==> src/sv/rrts_pkg.sv <==
// Shared types and constants for the round-robin task scheduler.
package rrts_pkg;

	localparam int TASK_SLOTS = 8;
	localparam int SLOT_W     = (TASK_SLOTS > 1) ? $clog2(TASK_SLOTS) : 1;
	localparam int CNT_W      = $clog2(TASK_SLOTS + 1);
	localparam int ID_W       = 4;
	localparam int LEN_W      = 32;
	localparam int STAT_W     = 2;
	localparam int CMP_W      = (CNT_W > ID_W) ? CNT_W : ID_W;

	localparam int S_TDATA_W  = 40;
	localparam int M_TDATA_W  = 16;

	typedef enum logic [1:0] {
		OP_CREATE   = 2'd0,
		OP_SCHEDULE = 2'd1,
		OP_TICK     = 2'd2,
		OP_SLEEP    = 2'd3
	} op_t;

	localparam logic [STAT_W-1:0] STAT_OK    = 2'd0;
	localparam logic [STAT_W-1:0] STAT_FULL  = 2'd1;
	localparam logic [STAT_W-1:0] STAT_NOMEM = 2'd2;

	typedef enum logic [1:0] {
		CMD_NOP    = 2'd0,
		CMD_CREATE = 2'd1,
		CMD_SLEEP  = 2'd2,
		CMD_TICK   = 2'd3
	} cmd_kind_t;

	typedef struct packed {
		cmd_kind_t          kind;
		logic [SLOT_W-1:0]  slot;
		logic [LEN_W-1:0]   length;
	} slot_cmd_t;

endpackage

==> src/sv/rrts_slot_table.sv <==
// Per-slot sleep flags and tick counters with one shared decrementer.
module rrts_slot_table (
	input  logic                                   clk,
	input  logic                                   arst_n,
	input  rrts_pkg::slot_cmd_t                    cmd,
	output logic [rrts_pkg::TASK_SLOTS-1:0]        sleeping
);

	logic [rrts_pkg::TASK_SLOTS-1:0] sleeping_q;
	logic [rrts_pkg::LEN_W-1:0]      counter_q [rrts_pkg::TASK_SLOTS];
	logic [rrts_pkg::LEN_W-1:0]      cur_cnt;
	logic [rrts_pkg::LEN_W-1:0]      dec_cnt;

	// shared decrement unit, saturating at zero
	assign cur_cnt = counter_q[cmd.slot];
	assign dec_cnt = (cur_cnt == '0) ? '0 : cur_cnt - rrts_pkg::LEN_W'(1);

	always_ff @(posedge clk or negedge arst_n) begin
		if (!arst_n) begin
			sleeping_q <= '0;
		end else begin
			unique case (cmd.kind)
				rrts_pkg::CMD_CREATE: sleeping_q[cmd.slot] <= 1'b0;
				rrts_pkg::CMD_SLEEP:  sleeping_q[cmd.slot] <= 1'b1;
				rrts_pkg::CMD_TICK: begin
					if (sleeping_q[cmd.slot] && dec_cnt == '0) begin
						sleeping_q[cmd.slot] <= 1'b0;
					end
				end
				default: ;
			endcase
		end
	end

	// counters are payload: only read while the slot is sleeping
	always_ff @(posedge clk) begin
		unique case (cmd.kind)
			rrts_pkg::CMD_CREATE: counter_q[cmd.slot] <= '0;
			rrts_pkg::CMD_SLEEP:  counter_q[cmd.slot] <= cmd.length;
			rrts_pkg::CMD_TICK: begin
				if (sleeping_q[cmd.slot]) begin
					counter_q[cmd.slot] <= dec_cnt;
				end
			end
			default: ;
		endcase
	end

	assign sleeping = sleeping_q;

endmodule

==> src/sv/round_robin_task_scheduler.sv <==
// Top level of the round-robin task scheduler with sleep timers.
//
// Usage
//   Input stream (s_axis_*): one transaction is one kernel event. tuser holds the
//   operation (create, schedule, tick, sleep); tdata holds stack_available,
//   target_task and sleep_length. Every event gives exactly one result
//   transaction on the output stream (m_axis_*): status, task_id, running_id.
//   Create and sleep go from idle to the hold state; the result then enters the
//   output register once it is free. Schedule walks the slots round robin, one
//   slot per cycle through the ready-flag check, until it finds a ready task or
//   has checked all N tasks in use. Tick sends every slot in use through the single
//   counter decrementer, one slot per cycle. With zero tasks, schedule and tick
//   go straight to the hold state. Throughput: one event at a time; s_axis_tready
//   is high only in idle, so a new event is accepted only once the last leaves hold.
//   The output register parts the two sides: a new event is accepted while an
//   earlier result still waits; the finished result of that event then waits
//   in the hold state until the output register frees up.
//   Reset (arst_n low) empties the task table, marks all slots ready, clears
//   the search point and the running id, and drops m_axis_tvalid.
module round_robin_task_scheduler (
	input  logic                            clk,
	input  logic                            arst_n,
	input  logic                            s_axis_tvalid,
	output logic                            s_axis_tready,
	// [0] stack_available, [4:1] target_task, [36:5] sleep_length, [39:37] zero
	input  logic [rrts_pkg::S_TDATA_W-1:0]  s_axis_tdata,
	// [1:0] operation
	input  logic [1:0]                      s_axis_tuser,
	output logic                            m_axis_tvalid,
	input  logic                            m_axis_tready,
	// [1:0] status, [5:2] task_id, [9:6] running_id, [15:10] zero
	output logic [rrts_pkg::M_TDATA_W-1:0]  m_axis_tdata
);

	typedef enum logic [3:0] {
		ST_IDLE = 4'b0001,
		ST_SCAN = 4'b0010,
		ST_TICK = 4'b0100,
		ST_HOLD = 4'b1000
	} state_t;

	state_t                           state_q;
	logic [rrts_pkg::CNT_W-1:0]       count_q;   // tasks in use
	logic [rrts_pkg::SLOT_W-1:0]      last_q;    // last chosen slot
	logic [rrts_pkg::SLOT_W-1:0]      idx_q;     // scan position
	logic [rrts_pkg::CNT_W-1:0]       step_q;    // slots visited so far
	logic [rrts_pkg::ID_W-1:0]        cur_id_q;  // running task id
	logic [rrts_pkg::STAT_W-1:0]      res_status_q;
	logic [rrts_pkg::ID_W-1:0]        res_id_q;
	logic                             m_valid_q;
	logic [rrts_pkg::M_TDATA_W-1:0]   m_data_q;

	rrts_pkg::op_t                    in_op;
	logic                             in_stack;
	logic [rrts_pkg::ID_W-1:0]        in_target;
	logic [rrts_pkg::LEN_W-1:0]       in_length;
	logic                             in_fire;
	logic                             out_free;
	logic                             sleep_ok;
	logic [rrts_pkg::CMP_W-1:0]       target_ext;
	logic [rrts_pkg::CNT_W-1:0]       idx_inc;
	logic [rrts_pkg::SLOT_W-1:0]      idx_next;
	logic [rrts_pkg::ID_W-1:0]        idx_next_id;
	logic                             last_step;
	rrts_pkg::slot_cmd_t              cmd;
	logic [rrts_pkg::TASK_SLOTS-1:0]  sleeping;

	// unpack the input transaction
	assign in_op     = rrts_pkg::op_t'(s_axis_tuser);
	assign in_stack  = s_axis_tdata[0];
	assign in_target = s_axis_tdata[4:1];
	assign in_length = s_axis_tdata[36:5];

	assign s_axis_tready = (state_q == ST_IDLE);
	assign in_fire       = s_axis_tvalid && s_axis_tready;
	assign out_free      = !m_valid_q || m_axis_tready;

	// sleep target must name a task that exists
	assign target_ext = rrts_pkg::CMP_W'(in_target);
	assign sleep_ok   = (in_target != '0)
		&& (target_ext <= rrts_pkg::CMP_W'(count_q))
		&& (target_ext <= rrts_pkg::CMP_W'(rrts_pkg::TASK_SLOTS));

	// round-robin step: next slot, wrapping at the number of tasks in use
	assign idx_inc     = rrts_pkg::CNT_W'(idx_q) + rrts_pkg::CNT_W'(1);
	assign idx_next    = (idx_inc >= count_q) ? '0 : rrts_pkg::SLOT_W'(idx_inc);
	assign idx_next_id = rrts_pkg::ID_W'(rrts_pkg::CMP_W'(idx_next) + rrts_pkg::CMP_W'(1));
	assign last_step   = (step_q == count_q - rrts_pkg::CNT_W'(1));

	// command to the slot table
	always_comb begin
		cmd.kind   = rrts_pkg::CMD_NOP;
		cmd.slot   = '0;
		cmd.length = in_length;
		priority if (state_q == ST_TICK) begin
			cmd.kind = rrts_pkg::CMD_TICK;
			cmd.slot = rrts_pkg::SLOT_W'(step_q);
		end else if (in_fire && in_op == rrts_pkg::OP_CREATE && in_stack
				&& count_q != rrts_pkg::CNT_W'(rrts_pkg::TASK_SLOTS)) begin
			cmd.kind = rrts_pkg::CMD_CREATE;
			cmd.slot = rrts_pkg::SLOT_W'(count_q);
		end else if (in_fire && in_op == rrts_pkg::OP_SLEEP && sleep_ok) begin
			cmd.kind = rrts_pkg::CMD_SLEEP;
			cmd.slot = rrts_pkg::SLOT_W'(rrts_pkg::CMP_W'(target_ext - rrts_pkg::CMP_W'(1)));
		end else begin
		end
	end

	rrts_slot_table u_slot_table (
		.clk      (clk),
		.arst_n   (arst_n),
		.cmd      (cmd),
		.sleeping (sleeping)
	);

	// sequencer and task-table control state
	always_ff @(posedge clk or negedge arst_n) begin
		if (!arst_n) begin
			state_q      <= ST_IDLE;
			count_q      <= '0;
			last_q       <= '0;
			idx_q        <= '0;
			step_q       <= '0;
			cur_id_q     <= '0;
			res_status_q <= rrts_pkg::STAT_OK;
			res_id_q     <= '0;
		end else begin
			unique case (state_q)
				ST_IDLE: begin
					if (in_fire) begin
						res_status_q <= rrts_pkg::STAT_OK;
						res_id_q     <= '0;
						step_q       <= '0;
						idx_q        <= last_q;
						state_q      <= ST_HOLD;
						unique case (in_op)
							rrts_pkg::OP_CREATE: begin
								if (count_q == rrts_pkg::CNT_W'(rrts_pkg::TASK_SLOTS)) begin
									res_status_q <= rrts_pkg::STAT_FULL;
								end else if (!in_stack) begin
									res_status_q <= rrts_pkg::STAT_NOMEM;
								end else begin
									count_q  <= count_q + rrts_pkg::CNT_W'(1);
									res_id_q <= rrts_pkg::ID_W'(rrts_pkg::CMP_W'(count_q)
										+ rrts_pkg::CMP_W'(1));
								end
							end
							rrts_pkg::OP_SCHEDULE: begin
								if (count_q == '0) begin
									cur_id_q <= '0;
								end else begin
									state_q <= ST_SCAN;
								end
							end
							rrts_pkg::OP_TICK: begin
								if (count_q != '0) begin
									state_q <= ST_TICK;
								end
							end
							rrts_pkg::OP_SLEEP: ;
							default: ;
						endcase
					end
				end
				ST_SCAN: begin
					if (!sleeping[idx_next]) begin
						last_q   <= idx_next;
						cur_id_q <= idx_next_id;
						res_id_q <= idx_next_id;
						state_q  <= ST_HOLD;
					end else if (last_step) begin
						// no ready task: idle task runs, search point kept
						cur_id_q <= '0;
						res_id_q <= '0;
						state_q  <= ST_HOLD;
					end else begin
						idx_q  <= idx_next;
						step_q <= step_q + rrts_pkg::CNT_W'(1);
					end
				end
				ST_TICK: begin
					step_q <= step_q + rrts_pkg::CNT_W'(1);
					if (last_step) begin
						state_q <= ST_HOLD;
					end
				end
				ST_HOLD: begin
					if (out_free) begin
						state_q <= ST_IDLE;
					end
				end
				default: state_q <= ST_IDLE;
			endcase
		end
	end

	// output register
	always_ff @(posedge clk or negedge arst_n) begin
		if (!arst_n) begin
			m_valid_q <= 1'b0;
		end else if (state_q == ST_HOLD && out_free) begin
			m_valid_q <= 1'b1;
		end else if (m_axis_tready) begin
			m_valid_q <= 1'b0;
		end
	end

	always_ff @(posedge clk) begin
		if (state_q == ST_HOLD && out_free) begin
			m_data_q <= {6'b0, cur_id_q, res_id_q, res_status_q};
		end
	end

	assign m_axis_tvalid = m_valid_q;
	assign m_axis_tdata  = m_data_q;

	// scan and tick never run past the tasks in use
	a_step_in_range: assert property (@(posedge clk) disable iff (!arst_n)
		(state_q == ST_SCAN || state_q == ST_TICK) |-> (step_q < count_q))
		else $error("sequencer step beyond tasks in use");

	// a create never reaches a full table
	a_no_create_full: assert property (@(posedge clk) disable iff (!arst_n)
		(cmd.kind == rrts_pkg::CMD_CREATE)
			|-> (count_q != rrts_pkg::CNT_W'(rrts_pkg::TASK_SLOTS)))
		else $error("create issued on a full task table");

	// search point always names an existing slot once tasks exist
	a_last_valid: assert property (@(posedge clk) disable iff (!arst_n)
		(count_q != '0) |-> (rrts_pkg::CNT_W'(last_q) < count_q))
		else $error("last chosen slot outside the task table");

endmodule
==> config.mk <==
export PLATFORM = sky130hd
export DESIGN_NAME = round_robin_task_scheduler
export DESIGN_NICKNAME = d
export VERILOG_FILES = /design/src/sv/rrts_pkg.sv /design/src/sv/rrts_slot_table.sv /design/src/sv/round_robin_task_scheduler.sv
export SDC_FILE = /design/constraint.sdc
export NUM_CORES = 1
export LEC_CHECK = 0
export BUFFER_PORTS_ARGS = -buffer_cell sky130_fd_sc_hd__buf_2
export CAP_MARGIN = 20
export CORE_MARGIN = 2
export CORE_UTILIZATION = 39
export DETAILED_ROUTE_END_ITERATION = 8
export GPL_TIMING_DRIVEN = 0
export PLACE_DENSITY_LB_ADDON = 0.1
export SLEW_MARGIN = 20
export SYNTH_ARGS = -nofsm -noshare
export SYNTH_HDL_FRONTEND = slang
export SYNTH_SLANG_ARGS = --single-unit
==> constraint.sdc <==
create_clock -name clk -period 7 [get_ports clk]
set_input_delay 1.05 -clock clk [delete_from_list [all_inputs] [get_ports clk]]
set_output_delay 1.05 -clock clk [all_outputs]
set_load 0.02 [all_outputs]
Yosys cells after proc, flatten, opt, wreduce, memory -nomap -nowiden
Memory sizes are Yosys's and may differ from the RTL's.
Index checks and enable logic that the tools add are counted.
- bits in registers: 47
- memory bits (writable): 256
- bits of input ports: 46
- output and inout bits: 18
- logic and storage cells: 139
- memories: 1
- memory list (memory ; depth ; width ; rd ports ; clocked after Yosys merged registers in ; write ports ; RTL line ; RTL):
    u_slot_table.counter_q ; 8 ; 32 ; 1 ; 0 ; 1 ; rrts_slot_table.sv:10 ; logic [rrts_pkg::LEN_W-1:0] counter_q [rrts_pkg::TASK_SLOTS];
- add/subtract/negate cells: 7
- order comparisons: 6
- equal/unequal tests: 21
- mux-type cells: 54
- bitwise logic cells: 7
- reductions and logical operators: 32
- operators by type and width (kind ; number):
    2-to-1 mux 32 bit ; 3
    2-to-1 mux 4 bit ; 18
    zero test 32 bit ; 2
    subtractor 32 x 1 -> 32 bit, second input constant ; 1
    one-hot mux 4 bit (2 select lines) ; 3
    one-hot mux 8 bit (3 select lines) ; 1
    one-hot mux 4 bit (4 select lines) ; 1
    2-to-1 mux 5 bit ; 3
    2-to-1 mux 1 bit ; 12
    2-to-1 mux 3 bit ; 4
    one-hot mux 4 bit (3 select lines) ; 1
    logical AND 1 bit ; 11
    AND reduction 5 bit ; 2
    adder 3 x 1 -> 4 bit, second input constant ; 2
    adder 4 x 1 -> 4 bit, second input constant ; 2
    bitwise AND 8 bit ; 1
    equality test 2 bit, second input constant ; 4
    equality test 4 bit, second input constant ; 2
    < comparator 3 x 4 -> 1 bit, second input constant ; 2
    2-to-1 mux 8 bit ; 1
    inequality test 2 x 1 -> 1 bit, second input constant ; 4
    inverter 8 bit ; 1
    OR 8 bit ; 1
    AND reduction 2 bit ; 4
    29 further kinds ; 41

Longest topological paths before layout
Gate-level depths: netlist of run 1.
- depth after elaboration: 15
- mapped depth: 27
- mapped depth without buffers: 20

By module
Synthesis of run 1 repeated with hierarchy kept, for this count alone.
- cell total of the unflattened synthesis: 925
- area, all modules: 14286.2 µm²
- modules (own cells, without submodules) (module ; instances ; cells each ; area an instance (µm²) ; sequential area each (µm²)):
    rrts_slot_table ; 1 ; 679 ; 11762.5 ; 7887.6
    round_robin_task_scheduler ; 1 ; 246 ; 2523.7 ; 1027.2

Worst setup path before layout of run 1
OpenSTA, ideal clock, no wires.
- path type: in2reg
- start: in s_axis_tdata[3] (netlist name)
- end: mem u_slot_table.counter_q[0][0] (netlist name) (enable)
- setup time: 0.421 ns
- arrival time: 5.731 ns
- data required time: 6.579 ns
- path slack: 0.848 ns
- stages: 18
- buffers on the path: 5
- path through: ha_1 -> a21oi_1 -> o221ai_1 -> a2111o_1 -> a21oi_4 -> buf_2 -> buf_4 -> buf_2 -> buf_2 -> nand2_1 -> and3_1 -> a311oi_1 -> a31oi_1 -> nand2b_1 -> clkbuf_1 -> nand2_1 -> nand2_1 -> nor2_1
- cells in the longest elaborated chain, start to end: 13
- elaborated cells between the ends (all ways): 24
- classes of those cells: 1 x add/sub; 2 x order compare; 3 x eq/ne; 12 x mux; 2 x bitwise; 4 x reduce/logical
- RTL lines (item ; RTL line ; RTL):
    start, declared ; round_robin_task_scheduler.sv:26 ; input logic [rrts_pkg::S_TDATA_W-1:0] s_axis_tdata,
    <= comparator 4 bit or nonzero test 4 bit (tied branches) ; round_robin_task_scheduler.sv:81, round_robin_task_scheduler.sv:80 ;
    logical AND 1 bit ; round_robin_task_scheduler.sv:81 ; && (target_ext <= rrts_pkg::CMP_W'(count_q))
    logical AND 1 bit ; round_robin_task_scheduler.sv:82 ; && (target_ext <= rrts_pkg::CMP_W'(rrts_pkg::TASK_SLOTS));
    logical AND 1 bit ; round_robin_task_scheduler.sv:102 ; end else if (in_fire && in_op == rrts_pkg::OP_SLEEP && sleep_ok) begin
    2-to-1 mux 5 bit * ; round_robin_task_scheduler.sv:102 ;
    2-to-1 mux 5 bit * ; round_robin_task_scheduler.sv:98 ; end else if (in_fire && in_op == rrts_pkg::OP_CREATE && in_stack
    2-to-1 mux 5 bit * ; round_robin_task_scheduler.sv:95 ; priority if (state_q == ST_TICK) begin
    binary-select mux 1 bit (select 3 bit) ; rrts_slot_table.sv:41 ; if (sleeping_q[cmd.slot]) begin
    2-to-1 mux 1 bit (not written as such) ; rrts_slot_table.sv:41 ;
    2-to-1 mux 1 bit ; rrts_slot_table.sv:41 ;
    2-to-1 mux 1 bit ; rrts_slot_table.sv:37 ; unique case (cmd.kind)
    2-to-1 mux 1 bit (not written as such) ; rrts_slot_table.sv:42 ; counter_q[cmd.slot] <= dec_cnt;
    OR 1 bit (no source line) ; n/a ;
    end, declared ; rrts_slot_table.sv:10 ;
Every way passes the cells marked *; elsewhere a longest branch is shown, timed or not. The select of a mux whose other input is x is not followed.

Final worst setup path of run 1
- start: reg count_q[0] (netlist name)
- end: mem u_slot_table.counter_q[4][10] (netlist name) (data pin)
- cells in the longest elaborated chain, start to end: 13
- elaborated cells between the ends (all ways): 24
- classes of those cells: 1 x add/sub; 1 x order compare; 3 x eq/ne; 13 x mux; 5 x reduce/logical; 1 x memory
- RTL lines (item ; RTL line ; RTL):
    start, declared ; round_robin_task_scheduler.sv:43 ; logic [rrts_pkg::CNT_W-1:0] count_q;
    start signal, assigned ; round_robin_task_scheduler.sv:143 ; count_q <= count_q + rrts_pkg::CNT_W'(1);
    <= comparator 4 bit ; round_robin_task_scheduler.sv:81 ;
    logical AND 1 bit ; round_robin_task_scheduler.sv:81 ;
    logical AND 1 bit ; round_robin_task_scheduler.sv:82 ;
    logical AND 1 bit ; round_robin_task_scheduler.sv:102 ;
    2-to-1 mux 5 bit ; round_robin_task_scheduler.sv:102 ;
    2-to-1 mux 5 bit * ; round_robin_task_scheduler.sv:98 ;
    2-to-1 mux 5 bit * ; round_robin_task_scheduler.sv:95 ;
    parallel branches: the longest is 5 deep, another holds memory read (8 x 32 bit) ; n/a ;
    2-to-1 mux 32 bit (no source line) * ; n/a ;
Every way passes the cells marked *. The select of a mux whose other input is x is not followed.

==> results.sh, run 1 <==
export IMPL_clk_pin_slew_worst_paths_ns=0.06
export IMPL_fmax_mhz=150
export IMPL_crit_chain="clkbuf_2 > inv_1 > ha_1 > and3b_2 > or4_4 > buf_6 > nand2_4 > o21ai_2 > buf_6 > a2111oi_1 > nor4_2 > buf_4 > inv_1 > ha_1 > o21ai_1 > or3_1 > clkbuf_1 > nor3_4 > nand2_1 > nor2_1 > nor2_2 > clkdlybuf4s15_1 > a22o_1"
export IMPL_cts_buffer_depth=3
export IMPL_p_total_mw=5.51
export IMPL_final_util=0.465
export IMPL_grt_pass1_vias=11000
export IMPL_insertedDiodeCount=0
export IMPL_drive_gt1_frac=0.182
export IMPL_cp_end_kind="register"
export IMPL_finalWirelength_um=47600
export IMPL_endpoint="u_slot_table.counter_q[4][10]"
export IMPL_io_pins=64
export IMPL_yosysSeqAreaShare=0.591
export IMPL_p_leak_nw=6.50
export IMPL_final_area_um2=17900
export IMPL_dp_final_hpwl_um=33700
export IMPL_drt_drc_violations_left=0
export IMPL_syn2layout_area_growth_pct=18.5
export IMPL_synth_edf_count=266
export IMPL_netlist_area_um2=15100
export IMPL_die_w_um=201
export IMPL_nFillCells=3563
export IMPL_fin_nets=1494
export IMPL_cts_sinks=303
export IMPL_clock_root_buffer="clkbuf_16"
export IMPL_start_util=0.393
export IMPL_synth_cells=1307
export IMPL_synth_top_family_by_area="simple AND/OR/NAND/NOR gates"
export IMPL_path_delay_family="simple AND/OR/NAND/NOR gates"
export IMPL_rsz0062_at_grt="false"
export IMPL_worst_pin_slew_ns=1.06
export IMPL_arrival_ns=6.94
export IMPL_avgSynthCellArea_um2=11.5
export IMPL_synth_seq_cells=303
export IMPL_reg2reg_depth=23
export IMPL_ys_flop_type="edfxtp_1"
export IMPL_report_final_slew_viol_count=0
export IMPL_critPathMaxFanout=10
export IMPL_crit_required_ns=7.25
export IMPL_vias=11200
export IMPL_drv_cap=0
export IMPL_dr_pass1_iters=5
export IMPL_pwr_share_clk=0.344
export IMPL_postSynth_asyncResetShare=0.122
export IMPL_startpoint="count_q[0]"
export IMPL_routabilityCongestion=0.874
export IMPL_place_area_um2=16500
export IMPL_min_period_ns=6.68
export IMPL_clock_skew_ns=0.0223
export IMPL_clk_latency_ns=0.55
export IMPL_status="completed"
export IMPL_p_int_mw=3.75
export IMPL_io_buffers=53
export IMPL_tns_ns=0
export IMPL_viasPerCell=5.69
export IMPL_drt_iter0_markers=1011
export IMPL_grt_first_pass_wirelength_um=70900
export IMPL_power_switching_mw=1.76
export IMPL_synthMuxAreaShare=0.0432
export IMPL_path_buf_inv=8
export IMPL_r2r_start="count_q[0]"
export IMPL_cp_start_kind="register"
export IMPL_hold_ws_ns=0.447
export IMPL_setup_viol=0
export IMPL_die_y_um=201
export IMPL_holdBufCountCts=0
export IMPL_die_area_um2=40200
export IMPL_crit_type="register to register"
export IMPL_synth_compound_area_share=0.135
export IMPL_numCtsBuffers=36
export IMPL_grt_overflow=0
export IMPL_grt_use_total=0.236
export IMPL_slew_limit_headroom=0.288
export IMPL_ant_nets=0
export IMPL_synth_xor_area_share=0.0238
export IMPL_grt_antenna_before_repair=0
export IMPL_yosysWarnings=0
export IMPL_p_seq_frac=0.393
export IMPL_cts_tree="yes"
export IMPL_layout_commonest_cell="edfxtp_1"
export IMPL_reg2reg_slack_ns=0.32
export IMPL_core_area_um2=38400
export IMPL_swShare=0.319
export IMPL_grt_start_max_net_pins=38
export IMPL_cp_depth=23
export IMPL_r2r_end="u_slot_table.counter_q[4][10]"
export IMPL_htreeDepth=2
export IMPL_hp_class="register to register"
export IMPL_yosys_area_share_simple=0.153
export IMPL_synth_cell_types=94
export IMPL_p_comb_frac=0.262
export IMPL_fin_crit_sh=0.955
export IMPL_wl_per_cell_um=24.1
export IMPL_cpMaxStageDelayCell="clkdlybuf4s15_1"
export IMPL_layout_common_cells="edfxtp_1, nand2_1, a21oi_1"
export IMPL_synthAdderAreaFrac=0.0183
export IMPL_final_hold_viol_count=0
export IMPL_slowest_delay_ns=0.62
export IMPL_power_density_nw_per_um2=308
export IMPL_num_rows=72
export IMPL_ir_worst_vdd_mv=0.207
## registers in the layout (all words and copies together), names as in the netlist, named ones only
name                    count
res_id_q                    4
res_status_q                2
count_q                     4
step_q                      4
m_axis_tvalid               1
state_q                     4
last_q                      3
u_slot_table.counter_q    256
cur_id_q                    4
m_axis_tdata               10
idx_q                       3
## power by group through the flow
stage | Clock (mW) | Sequential [mW] | Combinational, mW
3_3_place_gp | 0 | 2.21 | 1.36
2_1_floorplan | 0 | 2.20 | 0.934
4_1_cts | 1.92 | 2.17 | 1.41
3_5_place_dp | 0 | 2.20 | 1.40
5_1_grt | 2.00 | 2.18 | 1.58
6_report | 1.90 | 2.17 | 1.44
## routing by layer
| layer | share of wire | track usage | vias to the layer above |
|---|---|---|---|
| li1 | - | - | 5164 |
| met5 | 0 | 0 | - |
| met3 | 0.065 | 0.0373 | 91 |
| met2 | 0.47 | 0.384 | 428 |
| met1 | 0.43 | 0.320 | 5528 |
| met4 | 0.034 | 0.0886 | 0 |
## final cells by class
cell class                      count  area (um2)  area share
Buffer                             81         454      0.0254
Clock buffer                       46         960      0.0537
Clock inverter                     19         221      0.0124
Inverter                           23        91.3     0.00511
Multi-Input combinational cell    903        5830       0.326
Sequential cell                   303        8910       0.499
Tap cell                          518         648      0.0363
Timing Repair Buffer               78         743      0.0416
## cell families (layout without fill, tap and decap cells)
logic type	count (synthesis)	in the layout
AOI/OAI and AO/OA	288	288
muxes	62	62
xor gates and xnor gates	41	41
buffers and inverters	106	247
DFF	303	303
other	1	6
and+or+nand+nor	484	484
adders and majority gates	22	22
## synthesized netlist by cell type, types with 8 or more instances
cell type  instances  area, um2
xor2_1            14        123
buf_4             13       97.6
nand2b_1          13       81.3
mux2i_1           37        370
nand2_1          214        803
and3_1             8       50.1
a31oi_1           14       87.6
mux2_1             8       90.1
buf_2             19       95.1
a221oi_1          15        131
dfrtp_1           36        901
nand4_1            8       50.1
xnor2_1           27        236
a22oi_1           12       90.1
nor3_1            39        195
o21ai_0           47        235
inv_1             21       78.8
a22o_1            16        140
nand3_1           68        340
ha_1              22        275
nor2_1            74        278
a21oi_1           93        465
nor3_2             8       80.1
edfxtp_1         266       7990
buf_1             15       56.3
clkbuf_1          29        109
mux2_2            17        191
## worst min path at each step
stage                startpoint               to  slack (ns)  cells past startpoint
finish              cur_id_q[0]  m_axis_tdata[6]        0.45                      0
global route        res_id_q[2]  m_axis_tdata[4]        0.46                      0
CTS                 res_id_q[0]  m_axis_tdata[2]        0.45                      0
floorplan           res_id_q[0]  m_axis_tdata[2]        0.42                      0
detailed placement  res_id_q[0]  m_axis_tdata[2]        0.44                      0
global placement    res_id_q[2]  m_axis_tdata[4]        0.43                      0
## stage by stage
step                      worst slack (ns)  cells
after floorplan                      0.848   1312
after global placement               -2.66   1883
after detailed placement             -1.23   1899
after CTS                          0.00848   1963
after global routing                0.0347   1971
final                                0.317   1971
## timing repair
item	4_1_cts	5_1_grt
setup endpoints to repair	287	269
pin swaps	1	5
setup buffers	1	8
resized for setup	25	33
(Power assumes the default switching activity.)
==> run 2: changes to the inputs <==
--- a/config.mk
+++ b/config.mk
@@ -6,5 +6,5 @@
 export NUM_CORES = 1
 export LEC_CHECK = 0
-export BUFFER_PORTS_ARGS = -buffer_cell sky130_fd_sc_hd__buf_2
+export BUFFER_PORTS_ARGS = -buffer_cell sky130_fd_sc_hd__buf_4
 export CAP_MARGIN = 20
 export CORE_MARGIN = 2
==> constraint.sdc (replaced) <==
create_clock -name clk -period 7 [get_ports clk]
set_input_delay 0.7 -clock clk [delete_from_list [all_inputs] [get_ports clk]]
set_output_delay 0.7 -clock clk [all_outputs]
set_load 0.02 [all_outputs]
==> results.sh, run 2 (synthesis results as in run 1) <==
export IMPL_drive_gt1_frac=0.181
export IMPL_syn2layout_area_growth_pct=18.3
export IMPL_ant_nets=0
export IMPL_critPathMaxFanout=8
export IMPL_num_rows=72
export IMPL_grt_pass1_vias=11200
export IMPL_hp_class="primary input to asynchronous set/reset pin"
export IMPL_io_buffers=53
export IMPL_start_util=0.393
export IMPL_core_area_um2=38400
export IMPL_slew_limit_headroom=0.260
export IMPL_crit_chain="clkbuf_2 > inv_1 > ha_1 > and3b_2 > o211ai_4 > a2111o_1 > o31a_1 > a2111oi_0 > nor4_2 > inv_1 > ha_1 > o21ai_1 > or3_1 > clkbuf_1 > nor2_2 > xnor2_1 > nor4_1 > nand3b_1 > a2111oi_4 > a21oi_4 > nor3_2 > mux2_1"
export IMPL_ir_worst_vdd_mv=0.182
export IMPL_cts_buffer_depth=3
export IMPL_htreeDepth=2
export IMPL_drt_iter0_markers=970
export IMPL_viasPerCell=5.71
export IMPL_path_delay_family="compound AO/OA/AOI/OAI gates"
export IMPL_routabilityCongestion=0.883
export IMPL_grtUsageMet1=0.320
export IMPL_cts_tree="yes"
export IMPL_die_w_um=201
export IMPL_cts_sinks=303
export IMPL_arrival_ns=7.12
export IMPL_busiest_layer="met2"
export IMPL_top_register="u_slot_table.counter_q"
export IMPL_slowest_delay_ns=0.55
export IMPL_p_leak_nw=6.48
export IMPL_die_area_um2=40200
export IMPL_holdBufCountCts=0
export IMPL_grt_antenna_before_repair=0
export IMPL_layout_commonest_cell="edfxtp_1"
export IMPL_fmax_mhz=149
export IMPL_rsz0062_at_grt="false"
export IMPL_min_period_ns=6.70
export IMPL_cpMaxStageDelayCell="a2111oi_0"
export IMPL_final_hold_viol_count=0
export IMPL_drt_drc_violations_left=0
export IMPL_io_pins=64
export IMPL_drv_cap=0
export IMPL_crit_required_ns=7.42
export IMPL_status="completed"
export IMPL_numCtsBuffers=36
export IMPL_grt_start_max_net_pins=38
export IMPL_dr_pass1_iters=8
export IMPL_tns_ns=0
export IMPL_worst_pin_slew_ns=1.11
export IMPL_setup_viol=0
export IMPL_clk_latency_ns=0.56
export IMPL_wl_per_cell_um=24.4
export IMPL_layout_common_cells="edfxtp_1, nand2_1, a21oi_1"
export IMPL_largest_register_ffs=256
export IMPL_grt_util_met3=0.0354
export IMPL_grt_use_total=0.238
export IMPL_clock_root_buffer="clkbuf_16"
export IMPL_finalWirelength_um=48100
export IMPL_power_density_nw_per_um2=303
export IMPL_crit_type="register to register"
export IMPL_clk_pin_slew_worst_paths_ns=0.06
export IMPL_cp_start_kind="register"
export IMPL_gr_usage_met2=0.385
export IMPL_path_buf_inv=4
export IMPL_fin_crit_sh=0.957
export IMPL_final_util=0.465
export IMPL_fin_nets=1492
export IMPL_grt_overflow=0
export IMPL_cp_end_kind="register"
export IMPL_dp_final_hpwl_um=33200
export IMPL_grt_first_pass_wirelength_um=70800
export IMPL_report_final_slew_viol_count=0
export IMPL_die_y_um=201
export IMPL_vias=11200
export IMPL_clock_skew_ns=0.0236
run 2: cell type report:
class	count	area (um2)
Antenna cell	1	2.50
Buffer	82	463
Clock buffer	45	956
Clock inverter	18	145
Fill cell	3543	20500
Inverter	23	91.3
Multi-Input combinational cell	903	5810
Sequential cell	303	8910
Tap cell	518	648
Timing Repair Buffer	75	806
run 2: layer usage:
layer	wire [um]	part of all wire
met5	0	0
met4	1870	0.039
met3	3390	0.071
met2	22300	0.46
met1	20500	0.43
run 2: worst paths after layout:
kind / end / slack [ns] / start / depth (start not counted)
worst max-delay path: register / 0.30 / count_q[0] / 22
worst min-delay path: m_axis_tvalid / 0.11 / arst_n / 1
worst max register to register: register / 0.30 / count_q[0] / 22
worst min register to register: m_axis_tdata[5] / 0.44 / res_id_q[3] / 0
max in group asynchronous: res_id_q[2] / 6.51 / arst_n / 1
min in group clk: res_status_q[1] / 0.35 / s_axis_tdata[0] / 2
run 2: worst register-to-register path, cell delays in order (launching register included):
cell	delay, ns
dfrtp_1	0.45
clkbuf_2	0.23
inv_1	0.12
ha_1	0.22
and3b_2	0.35
o211ai_4	0.14
a2111o_1	0.47
o31a_1	0.36
a2111oi_0	0.55
nor4_2	0.22
inv_1	0.14
ha_1	0.23
o21ai_1	0.13
or3_1	0.35
clkbuf_1	0.26
nor2_2	0.24
xnor2_1	0.17
nor4_1	0.46
nand3b_1	0.28
a2111oi_4	0.50
a21oi_4	0.20
nor3_2	0.17
mux2_1	0.35
run 2: report_power, final:
part           internal, mW  total (mW)  switching, mW
clock network          1.04        1.79          0.748
logic                 0.508        1.44          0.937
registers              2.10        2.17         0.0721
run 2: timing repair:
action | 4_1_cts | 5_1_grt
pin swaps | 2 | 3
endpoints found under the hold margin | 0 | 0
resized for setup | 26 | 33
endpoints found under the setup margin | 298 | 287
buffers inserted | 4 | 3
run 2: metrics by stage:
step	total power [mW]	instances	setup WS [ns]	instance area (um2)	hold WS, ns
floorplan	3.13	1312	1.15	15100	0.404
global placement	3.58	1883	-2.55	16100	0.430
detailed placement	3.61	1898	-1.07	16600	0.433
CTS	5.41	1964	0.0132	17700	0.121
global route	5.65	1967	0.0105	17800	0.159
finish	5.40	1968	0.302	17800	0.115
